**src/design/fdf_pkg.sv**
```systemverilog
// shared constants and payload types of the direct-form fir filter
package fdf_pkg;

   // sizes
   localparam int MAX_TAPS        = 2048;
   localparam int ADDR_WIDTH      = $clog2(MAX_TAPS);
   localparam int SAMPLE_WIDTH    = 16;
   localparam int COEF_WIDTH      = 16;
   localparam int COEF_FRAC       = COEF_WIDTH - 1;
   localparam int TAP_COUNT_WIDTH = 12;
   localparam int PROD_WIDTH      = SAMPLE_WIDTH + COEF_WIDTH;
   localparam int ACC_WIDTH       = PROD_WIDTH + ADDR_WIDTH + 1;

   // request kinds
   localparam logic REQ_SAMPLE = 1'b0;
   localparam logic REQ_COEF   = 1'b1;

   // request payload
   typedef struct packed {
      logic                           req_type;
      logic signed [SAMPLE_WIDTH-1:0] sample_in;
      logic [ADDR_WIDTH-1:0]          coef_index;
      logic signed [COEF_WIDTH-1:0]   coef_value;
      logic                           block_end;
   } req_item_type;

   // result payload
   typedef struct packed {
      logic signed [SAMPLE_WIDTH-1:0] sample_out;
      logic                           block_end_out;
   } rsp_item_type;

   // controls from the sequencer to the mac unit
   typedef struct packed {
      logic start;
      logic data_valid;
   } mac_ctrl_type;

endpackage

```
**src/design/fdf_mac.sv**
```systemverilog
// multiply-accumulate unit with floor shift and output saturation
module fdf_mac (
   input  logic                                   clock,
   input  logic                                   reset,
   input  fdf_pkg::mac_ctrl_type                  ctrl,
   input  logic signed [fdf_pkg::SAMPLE_WIDTH-1:0] hist_data,
   input  logic signed [fdf_pkg::COEF_WIDTH-1:0]   coef_data,
   output logic                                   busy,
   output logic signed [fdf_pkg::SAMPLE_WIDTH-1:0] result
);
   import fdf_pkg::*;

   localparam logic signed [ACC_WIDTH-1:0] OUT_MAX =
      ACC_WIDTH'((64'sd1 <<< (SAMPLE_WIDTH - 1)) - 64'sd1);
   localparam logic signed [ACC_WIDTH-1:0] OUT_MIN = -OUT_MAX - ACC_WIDTH'(1);

   logic signed [PROD_WIDTH-1:0] prod_ff, prod_in;
   logic                         prod_vld_ff;
   logic signed [ACC_WIDTH-1:0]  acc_ff, acc_in;
   logic signed [ACC_WIDTH-1:0]  shifted;

   // product stage
   assign prod_in = hist_data * coef_data;

   always_ff @(posedge clock) begin
      if (reset) begin
         prod_vld_ff <= 1'b0;
      end else begin
         prod_vld_ff <= ctrl.data_valid;
      end
   end

   always_ff @(posedge clock) begin
      if (ctrl.data_valid) begin
         prod_ff <= prod_in;
      end
   end

   // accumulate stage, cleared at the start of each sample
   always_comb begin
      acc_in = acc_ff;
      if (ctrl.start) begin
         acc_in = '0;
      end else if (prod_vld_ff) begin
         acc_in = acc_ff + ACC_WIDTH'(prod_ff);
      end
   end

   always_ff @(posedge clock) begin
      acc_ff <= acc_in;
   end

   assign busy = prod_vld_ff;

   // floor shift and clamp to sample range
   assign shifted = acc_ff >>> COEF_FRAC;

   always_comb begin
      if (shifted > OUT_MAX) begin
         result = OUT_MAX[SAMPLE_WIDTH-1:0];
      end else if (shifted < OUT_MIN) begin
         result = OUT_MIN[SAMPLE_WIDTH-1:0];
      end else begin
         result = shifted[SAMPLE_WIDTH-1:0];
      end
   end

endmodule
```
**config.mk**
```make
export PLATFORM = sky130hd
export DESIGN_NAME = fdf_mac
export DESIGN_NICKNAME = d
export VERILOG_FILES = /design/src/design/fdf_pkg.sv /design/src/design/fdf_mac.sv
export SDC_FILE = /design/constraint.sdc
export NUM_CORES = 1
export LEC_CHECK = 0
export BUFFER_PORTS_ARGS = -buffer_cell sky130_fd_sc_hd__buf_2
export CAP_MARGIN = 20
export CORE_UTILIZATION = 43
export DETAILED_ROUTE_END_ITERATION = 8
export SYNTH_ARGS = -nofsm -noshare
export SYNTH_HDL_FRONTEND = slang
export SYNTH_SLANG_ARGS = --single-unit
export TNS_END_PERCENT = 50
```
**constraint.sdc**
```tcl
create_clock -name clock -period 8.07 [get_ports clock]
set_clock_uncertainty 0.15 [all_clocks]
set_input_delay 1.614 -clock clock [delete_from_list [all_inputs] [get_ports clock]]
set_output_delay 1.614 -clock clock [all_outputs]
set_load 0.02 [all_outputs]
```
* Word level (Yosys, flattened, before mapping)
Cells that the tools add are included.
** Storage, ports and cells
- Bits in registers :: 77
- Bits of input ports :: 36
- Output and inout bits :: 17
- Word-level logic and storage cells :: 9
** Cells by class
- Add/subtract/negate cells :: 1
- $mul :: 1
- Magnitude comparators :: 2
- Muxes and demuxes :: 2
** Operators by type and width (number)
- adder 44 x 32 -> 44 bit :: 1
- multiplier 16 x 16 -> 32 bit :: 1
- two-way mux 16 bit :: 2
- greater-than comparator 29 x 16 -> 1 bit (second input constant) :: 1
- < comparator 29 x 16 -> 1 bit (second input constant) :: 1

* Depth between registers and ports, before layout
Gate-level depths: netlist of the first run.
- Depth in word-level cells :: 3
- Mapped depth :: 25
- Gate-level depth less buffers :: 24

* Least setup slack after synthesis of the first run
OpenSTA, ideal clock, no wires.
- Path kind :: input-to-reg
- Start :: input port hist_data[10] (netlist name)
- End :: register prod_ff[30], data pin
- Data arrival time :: 7399 ps
- Path slack :: 266 ps
- Cell stages on the path :: 21
- Cell sequence :: clkbuf_1 > nand2_1 > fa_1 > fa_1 > inv_1 > fa_1 > inv_1 > fa_1 > inv_1 > fa_1 > fa_1 > ha_1 > a21o_1 > a21o_1 > a2111oi_4 > nor2_2 > a41oi_2 > o31ai_2 > a221o_1 > or4_1 > and3_1
** Between the ends
- Cells in the longest elaborated chain, start to end :: 1
** Ends and longest elaborated chain
- start, declared :: RTL line fdf_mac.sv:6 : input logic signed [fdf_pkg::SAMPLE_WIDTH-1:0] hist_data,
- multiplier 16 x 16 -> 32 bit :: RTL line fdf_mac.sv:23 : assign prod_in = hist_data * coef_data;
- named net prod_in[30] :: RTL line fdf_mac.sv:17 : logic signed [PROD_WIDTH-1:0] prod_ff, prod_in;
- end signal, assigned :: RTL line fdf_mac.sv:35 : prod_ff <= prod_in;
- end, declared :: RTL line fdf_mac.sv:17
The timed path passes the listed nets, and every way through them passes these cells.
A chain may end at the register's enable or synchronous reset.

* Final worst setup path of the first run
- Start :: input port coef_data[1] (netlist name)
- End :: register prod_ff[30], data pin
** Between the ends
- Cells in the longest elaborated chain, start to end :: 1
** Ends and longest elaborated chain
- start, declared :: RTL line fdf_mac.sv:7 : input logic signed [fdf_pkg::COEF_WIDTH-1:0] coef_data,
- multiplier 16 x 16 -> 32 bit :: RTL line fdf_mac.sv:23
- named net prod_in[30] :: RTL line fdf_mac.sv:17
The timed path passes the listed nets, and every way through them passes these cells.

==> results of run 1 <==
through the flow:
stage | hold WS [ns] | cells
6_report | 0.3464 | 2184
4_1_cts | 0.3438 | 2184
3_3_place_gp | 0.3275 | 2168
3_5_place_dp | 0.3349 | 2168
5_1_grt | 0.3790 | 2184
2_1_floorplan | 0.3069 | 1697
worst paths after layout:
kind / start / end / slack (ns) / depth (start not counted)
min reg2reg: acc_ff[13]$_SDFFE_PP0P_ / acc_ff[13]$_SDFFE_PP0P_ / 0.35 / 2
min: acc_ff[13]$_SDFFE_PP0P_ / acc_ff[13]$_SDFFE_PP0P_ / 0.35 / 2
max reg2reg: prod_ff[15]$_DFFE_PP_ / acc_ff[42]$_SDFFE_PP0P_ / 4.72 / 10
max: coef_data[1] / prod_ff[30]$_DFFE_PP_ / 0.48 / 23
placed cells by master (no fill, tap or decap), types with 3 or more instances in the layout:
| cell | Yosys | final |
|---|---|---|
| a211o_1 | 3 | 3 |
| o21bai_1 | 14 | 14 |
| nor2b_1 | 8 | 8 |
| o31ai_1 | 9 | 9 |
| a21o_1 | 47 | 47 |
| or4_1 | 4 | 4 |
| ha_1 | 125 | 125 |
| mux2i_1 | 22 | 22 |
| o22ai_1 | 8 | 8 |
| clkbuf_16 | 0 | 9 |
| o21ai_0 | 21 | 21 |
| nor3b_1 | 4 | 4 |
| a22oi_1 | 3 | 3 |
| nor4_1 | 6 | 6 |
| nand3_1 | 17 | 17 |
| a31oi_1 | 7 | 7 |
| and3_1 | 9 | 9 |
| o21ai_1 | 23 | 23 |
| a21oi_1 | 72 | 72 |
| bufinv_16 | 0 | 3 |
| xor2_1 | 21 | 21 |
| dfxtp_1 | 45 | 44 |
| nand2_1 | 166 | 166 |
| o21a_1 | 25 | 25 |
| nand4_1 | 22 | 22 |
| xnor2_1 | 49 | 49 |
| edfxtp_1 | 32 | 32 |
| nand2b_1 | 20 | 20 |
| nor3_1 | 10 | 10 |
| buf_4 | 0 | 30 |
| a211oi_1 | 12 | 12 |
| nand3b_1 | 5 | 5 |
| nor2_1 | 77 | 77 |
| or3_1 | 6 | 6 |
| and2_1 | 116 | 116 |
| buf_2 | 1 | 52 |
| fa_1 | 263 | 263 |
| inv_1 | 334 | 334 |
state kept, by name, summed over array words and instances, names as in the netlist:
register,count
acc_ff,44
prod_ff,32
busy,1
cell type report:
type / count / area [sq um] / share of cell area, %
inverters: 334 / 1254 / 7.698
clock buffers: 10 / 229.0 / 1.406
repair buffers: 82 / 485.5 / 2.981
well taps: 455 / 569.3 / 3.496
flip-flops and latches: 77 / 1863 / 11.44
clock inverters: 6 / 111.4 / 0.6838
multi-input cells: 1220 / 11770 / 72.30
worst max-delay path, delay by kind of cell:
family / cells / cell delay [ns]
adders and majority gates: 7 / 3.50
and+or+nand+nor: 3 / 0.66
AOI/OAI and AO/OA: 6 / 1.01
buffers and inverters: 7 / 0.73
kinds of logic after synthesis:
kind of cell | after synthesis | share of synthesized area, %
buf+inv | 400 | 9.931
mux | 22 | 1.455
xor+xnor | 70 | 4.052
flops | 77 | 12.30
fa+ha+maj | 388 | 45.13
compound gates | 265 | 11.56
simple gates | 475 | 15.56
routing by layer:
layer	share of wire, %	vias to the layer above
li1	-	5429
met1	48	5564
met2	46	204
met3	3.2	34
met4	2.0	0
met5	0	-
cells in the mapped netlist (6+ instances only):
library cell	count
a211oi_1	12
a21o_1	47
a21oi_1	72
a31oi_1	7
and2_1	116
and3_1	9
clkbuf_1	61
dfxtp_1	45
edfxtp_1	32
fa_1	263
ha_1	125
inv_1	334
mux2i_1	22
nand2_1	166
nand2b_1	20
nand3_1	17
nand4_1	22
nor2_1	77
nor2b_1	8
nor3_1	10
nor4_1	6
o21a_1	25
o21ai_0	21
o21ai_1	23
o21bai_1	14
o22ai_1	8
o31ai_1	9
or3_1	6
xnor2_1	49
xor2_1	21
==> impl_metrics.yaml, run 1 <==
synthesis:
  yosys_warnings: 0
  synthCells: 1697
  synthDistinctLibCells: 59
  post-synth-top-area-cell: "fa_1"
  synth_nets: 2121
  syn-cell-area_sq_mm: 0.01513
  ys_seq_area_share_pct: 12.30
  ys_ff_latch: 77
  ys_top_cells_by_area: "fa_1 35%, ha_1 10%, inv_1 8.3%"
  synthFlopType: "dfxtp_1"
  post_synth.cell_area_avg_sq_um: 8.916
  synthArstFlopShare_pct: 0
  synth_edf_count: 32
  synth_top_area_share_pct: 34.80
routing:
  remaining_drc_errors: 0
  ant_nets: 0
  first_iter_violations: 687
  dr_total_vias: 11230
  viasPerCell: 5.142
  wire_per_inst_microns: 16.23
  firstDrtPassIters: 4
  wirelength_mm: 35.45
setup_path:
  cp-end-kind: "flop"
  cpMostUsedCell: "fa_1"
  cp.required_ns: 8.02
  crit_arrival_ns: 7.54
  cp_slowest_cell: "fa_1"
  worstPathCellList: "buf_2 > buf_4 > nand2_1 > inv_1 > fa_1 > inv_1 > fa_1 > inv_1 > fa_1 > fa_1 > fa_1 > inv_1 > fa_1 > inv_1 > ha_1 > a21oi_1 > o21ai_1 > a21o_1 > a21oi_1 > o31ai_2 > a221o_1 > or4_1 > and3_1"
  cp-start-kind: "input port"
  critPathKind: "in -> reg"
  slowest_delay_ns: 0.55
  cp_max_fo: 9
cts:
  clkTransAtPathRegs_ns: 0.06
  clock-sinks: 77
  cts_root_buf: "clkbuf_16"
  clkLatencyLatePin_ns: 0.34
  cts_setup_buffers: 0
  postCtsResizedCells: 0
  cts_buffers: 9
  ctsHoldBuffers: 0
  tritoncts: "built"
  clock_path_buffers: 2
  h-tree-depth: 3
global_route:
  grt_use_met3_pct: 1.752
  grt_max_degree: 58
  use_met1_pct: 29.52
  grt_pass1_wl_mm: 61.03
  grt.busiest_layer: "met2"
  first_global_vias: 12060
  met2_usage_pct: 35.39
  grt_usage_pct: 21.13
  overflow: 0
  antenna_found_initial: 0
die:
  core_area_sq_mm: 0.03454
  die_area_sq_mm: 0.03594
  io_pins: 53
  die_x_microns: 189.6
  initial_core_util_pct: 43.80
  die_h_microns: 189.6
  row_count: 68
timing:
  worst_pin_slew_ns: 0.9640
  rsz0062_at_grt: "no"
  fin_crit_sh_pct: 94.06
  report.final.slew_viol_count: 0
  min_period_ns: 7.591
  slew_headroom_pct: 35.73
  hold_violations: 0
  setup_tns_ns: 0
  setup_violations: 0
  fmax_mhz: 131.7
  worst_slack_ns: 0.4792
place:
  place_area_sq_mm: 0.01595
  dp_hpwl_mm: 29.75
  port_buffers: 52
  pre_cts_slack_ns: 0.1304
  gp_congestion: 0.8954
layout:
  nets: 2148
  post-route-util_pct: 47.15
  nFillCells: 3371
  layout-drive-gt1-share_pct: 6.189
  finalInstanceArea_sq_mm: 0.01629
  diodes: 0
  syn_to_final_growth_pct: 7.632
min_path:
  hold_path.class: "reg -> reg"
run:
  maxCapViolCount: 0
outcome:
  status: "complete, no violations"
Power of run 1 is left out: the tool's default activity adds up to more than one toggle a clock period on the data nets, which glitch-free logic cannot reach.
==> run 2: changes to the inputs <==
--- a/config.mk
+++ b/config.mk
@@ -7,7 +7,7 @@
 export LEC_CHECK = 0
 export BUFFER_PORTS_ARGS = -buffer_cell sky130_fd_sc_hd__buf_2
 export CAP_MARGIN = 20
-export CORE_UTILIZATION = 43
+export CORE_UTILIZATION = 44
 export DETAILED_ROUTE_END_ITERATION = 8
 export SYNTH_ARGS = -nofsm -noshare
 export SYNTH_HDL_FRONTEND = slang
==> constraint.sdc (replaced) <==
create_clock -name clock -period 7.1 [get_ports clock]
set_clock_uncertainty 0.15 [all_clocks]
set_input_delay 1.42 -clock clock [delete_from_list [all_inputs] [get_ports clock]]
set_output_delay 1.42 -clock clock [all_outputs]
set_load 0.02 [all_outputs]
==> run 2 against run 1 <==
The run now ends with negative setup slack left. Largest cell class unchanged. Register-to-register slack got worse by 1.1 ns. Critical path depth decreased by 1. First-iteration DRC count decreased by 20%. Final cell count increased by 5.2%. Wire length decreased by 2.0%. Hold slack got worse by 0.0061 ns. Global-route usage decreased by 0.42 points. Sequential cell count unchanged. Worst setup slack got worse by 0.58 ns. Non-clock buffer count increased by 121.
==> impl_metrics.yaml, run 2 (synthesis gave the netlist of run 1 again) <==
global_route:
  antenna_found_initial: 0
  grt_usage_pct: 20.71
  overflow: 0
  grt_max_degree: 58
  grt_pass1_wl_mm: 59.62
  first_global_vias: 12270
setup_path:
  regToRegSetupSlack_ns: 3.63
  r2r-start: "prod_ff[15]$_DFFE_PP_"
  crit_arrival_ns: 7.15
  cp.required_ns: 7.05
  cp-end-kind: "flop"
  reg2regPathDepth: 10
  r2r_end: "acc_ff[42]$_SDFFE_PP0P_"
  cp_max_fo: 4
  cp-start-kind: "input port"
  critPathKind: "in -> reg"
timing:
  setup_violations: 2
  fmax_mhz: 138.9
  hold_violations: 0
  fin_crit_sh_pct: 101.4
  report.final.slew_viol_count: 0
  worst_slack_ns: -0.1003
  min_period_ns: 7.200
  worst_pin_slew_ns: 0.9339
  slew_headroom_pct: 37.74
  rsz0062_at_grt: "yes"
routing:
  remaining_drc_errors: 0
  ant_nets: 0
  wl_met1_mm: 16.68
  viasPerCell: 5.036
  first_iter_violations: 549
  firstDrtPassIters: 5
  wl_met3_mm: 1.225
  wirelength_mm: 34.73
  wire_per_inst_microns: 15.11
  dr_total_vias: 11570
  maxUsedRoutingLayer: "met4"
  met2_length_mm: 16.19
min_path:
  hold_path.class: "reg -> reg"
  hp-start: "acc_ff[13]$_SDFFE_PP0P_"
  hold_depth: 2
  hold_end: "acc_ff[13]$_SDFFE_PP0P_"
cts:
  clkTransAtPathRegs_ns: 0.06
  clock-sinks: 77
  cts_root_buf: "clkbuf_16"
  clkLatencyLatePin_ns: 0.34
  tritoncts: "built"
  cts_buffers: 9
  h-tree-depth: 3
  clock_path_buffers: 2
  ctsHoldBuffers: 0
layout:
  post-route-util_pct: 51.74
  top_register: "acc_ff"
  layout_common_cells: "332 x inv_1, 261 x fa_1, 163 x nand2_1, 145 x buf_4, 119 x ha_1"
  multi_input_area_sq_mm: 0.01192
  nets: 2269
  layout_commonest_cell: "inv_1"
  nFillCells: 3262
  syn_to_final_growth_pct: 15.24
  layout-drive-gt1-share_pct: 13.84
  largest_reg_flops: 44
  diodes: 0
  seqCellArea_sq_mm: 0.001863
die:
  initial_core_util_pct: 44.90
  io_pins: 53
  row_count: 67
  core_area_sq_mm: 0.03370
  die_h_microns: 187.4
  die_area_sq_mm: 0.03513
  die_x_microns: 187.4
run:
  maxCapViolCount: 0
outcome:
  violations: "negative setup slack"
  status: "finished, violations left"
place:
  gp_congestion: 0.9308
  dp_hpwl_mm: 29.96
  port_buffers: 52
[run 2: cell count changes in the layout (fill, tap and decap cells not counted), sizes merged]
cell      before  now
buf           82  202
clkbuf        10   13
clkinv         2    0
bufinv         3    4
clkinvlp       1    0
[run 2: repair_timing]
item                                   in CTS  in global routing
gates resized for setup                    13                 23
cloned                                      0                  0
setup buffers                               2                  2
setup endpoints to repair                   4                  9
pin swaps                                  10                 16
endpoints found under the hold margin       0                  0
[run 2: layout make-up]
type                    count  share of cell area (%)
flip-flops and latches     77                   10.68
clock buffers              12                   1.414
well taps                 448                   3.215
clock inverters             4                  0.6889
inverters                 334                   7.190
multi-input cells        1220                   68.33
repair buffers            203                   8.474
[run 2: layer usage]
metal  global-route usage [%]  vias up
met5                        0        -
met4                    5.159        0
met3                    1.932       37
met2                    35.22      217
met1                    28.40     5644
li1                         -     5674
[run 2: per-stage QoR]
step	instance area, sq um	hold slack (ns)	setup TNS, ns	worst slack [ns]	cells
after floorplan	15260	0.3069	-0.3699	-0.2520	1697
final	17440	0.3403	-0.1613	-0.1003	2298
after global placement	16890	0.3239	-3.322	-0.5635	2278
after detailed placement	16890	0.3321	-3.861	-0.6016	2278
after global routing	17440	0.3557	-0.8322	-0.3091	2298
after CTS	17320	0.3416	-0.2699	-0.1550	2296
[run 2: worst max-delay path by stage]
| stage | cells after the start | to | start | slack (ns) |
|---|---|---|---|---|
| 2_1_floorplan | 21 | prod_ff[30]$_DFFE_PP_ | coef_data[3] | -0.25 |
| 3_3_place_gp | 22 | prod_ff[30]$_DFFE_PP_ | hist_data[7] | -0.56 |
| 3_5_place_dp | 22 | prod_ff[30]$_DFFE_PP_ | hist_data[7] | -0.60 |
| 4_1_cts | 22 | prod_ff[30]$_DFFE_PP_ | coef_data[4] | -0.16 |
| 5_1_grt | 22 | prod_ff[30]$_DFFE_PP_ | coef_data[4] | -0.31 |
| 6_report | 22 | prod_ff[30]$_DFFE_PP_ | coef_data[4] | -0.10 |
[run 2: critical path, cell delays in order]
cell	delay (ns)
buf_6	0.09
and2_4	0.15
fa_1	0.53
inv_1	0.05
fa_1	0.48
inv_1	0.05
fa_1	0.50
inv_2	0.05
fa_1	0.52
inv_1	0.05
fa_1	0.45
fa_1	0.55
ha_4	0.21
a21o_1	0.16
a21o_1	0.21
a2111oi_4	0.33
nor2_2	0.08
a41oi_2	0.21
o31ai_2	0.10
a221o_1	0.38
or4_1	0.40
and3_1	0.17
Power of run 2 is left out for the same reason.
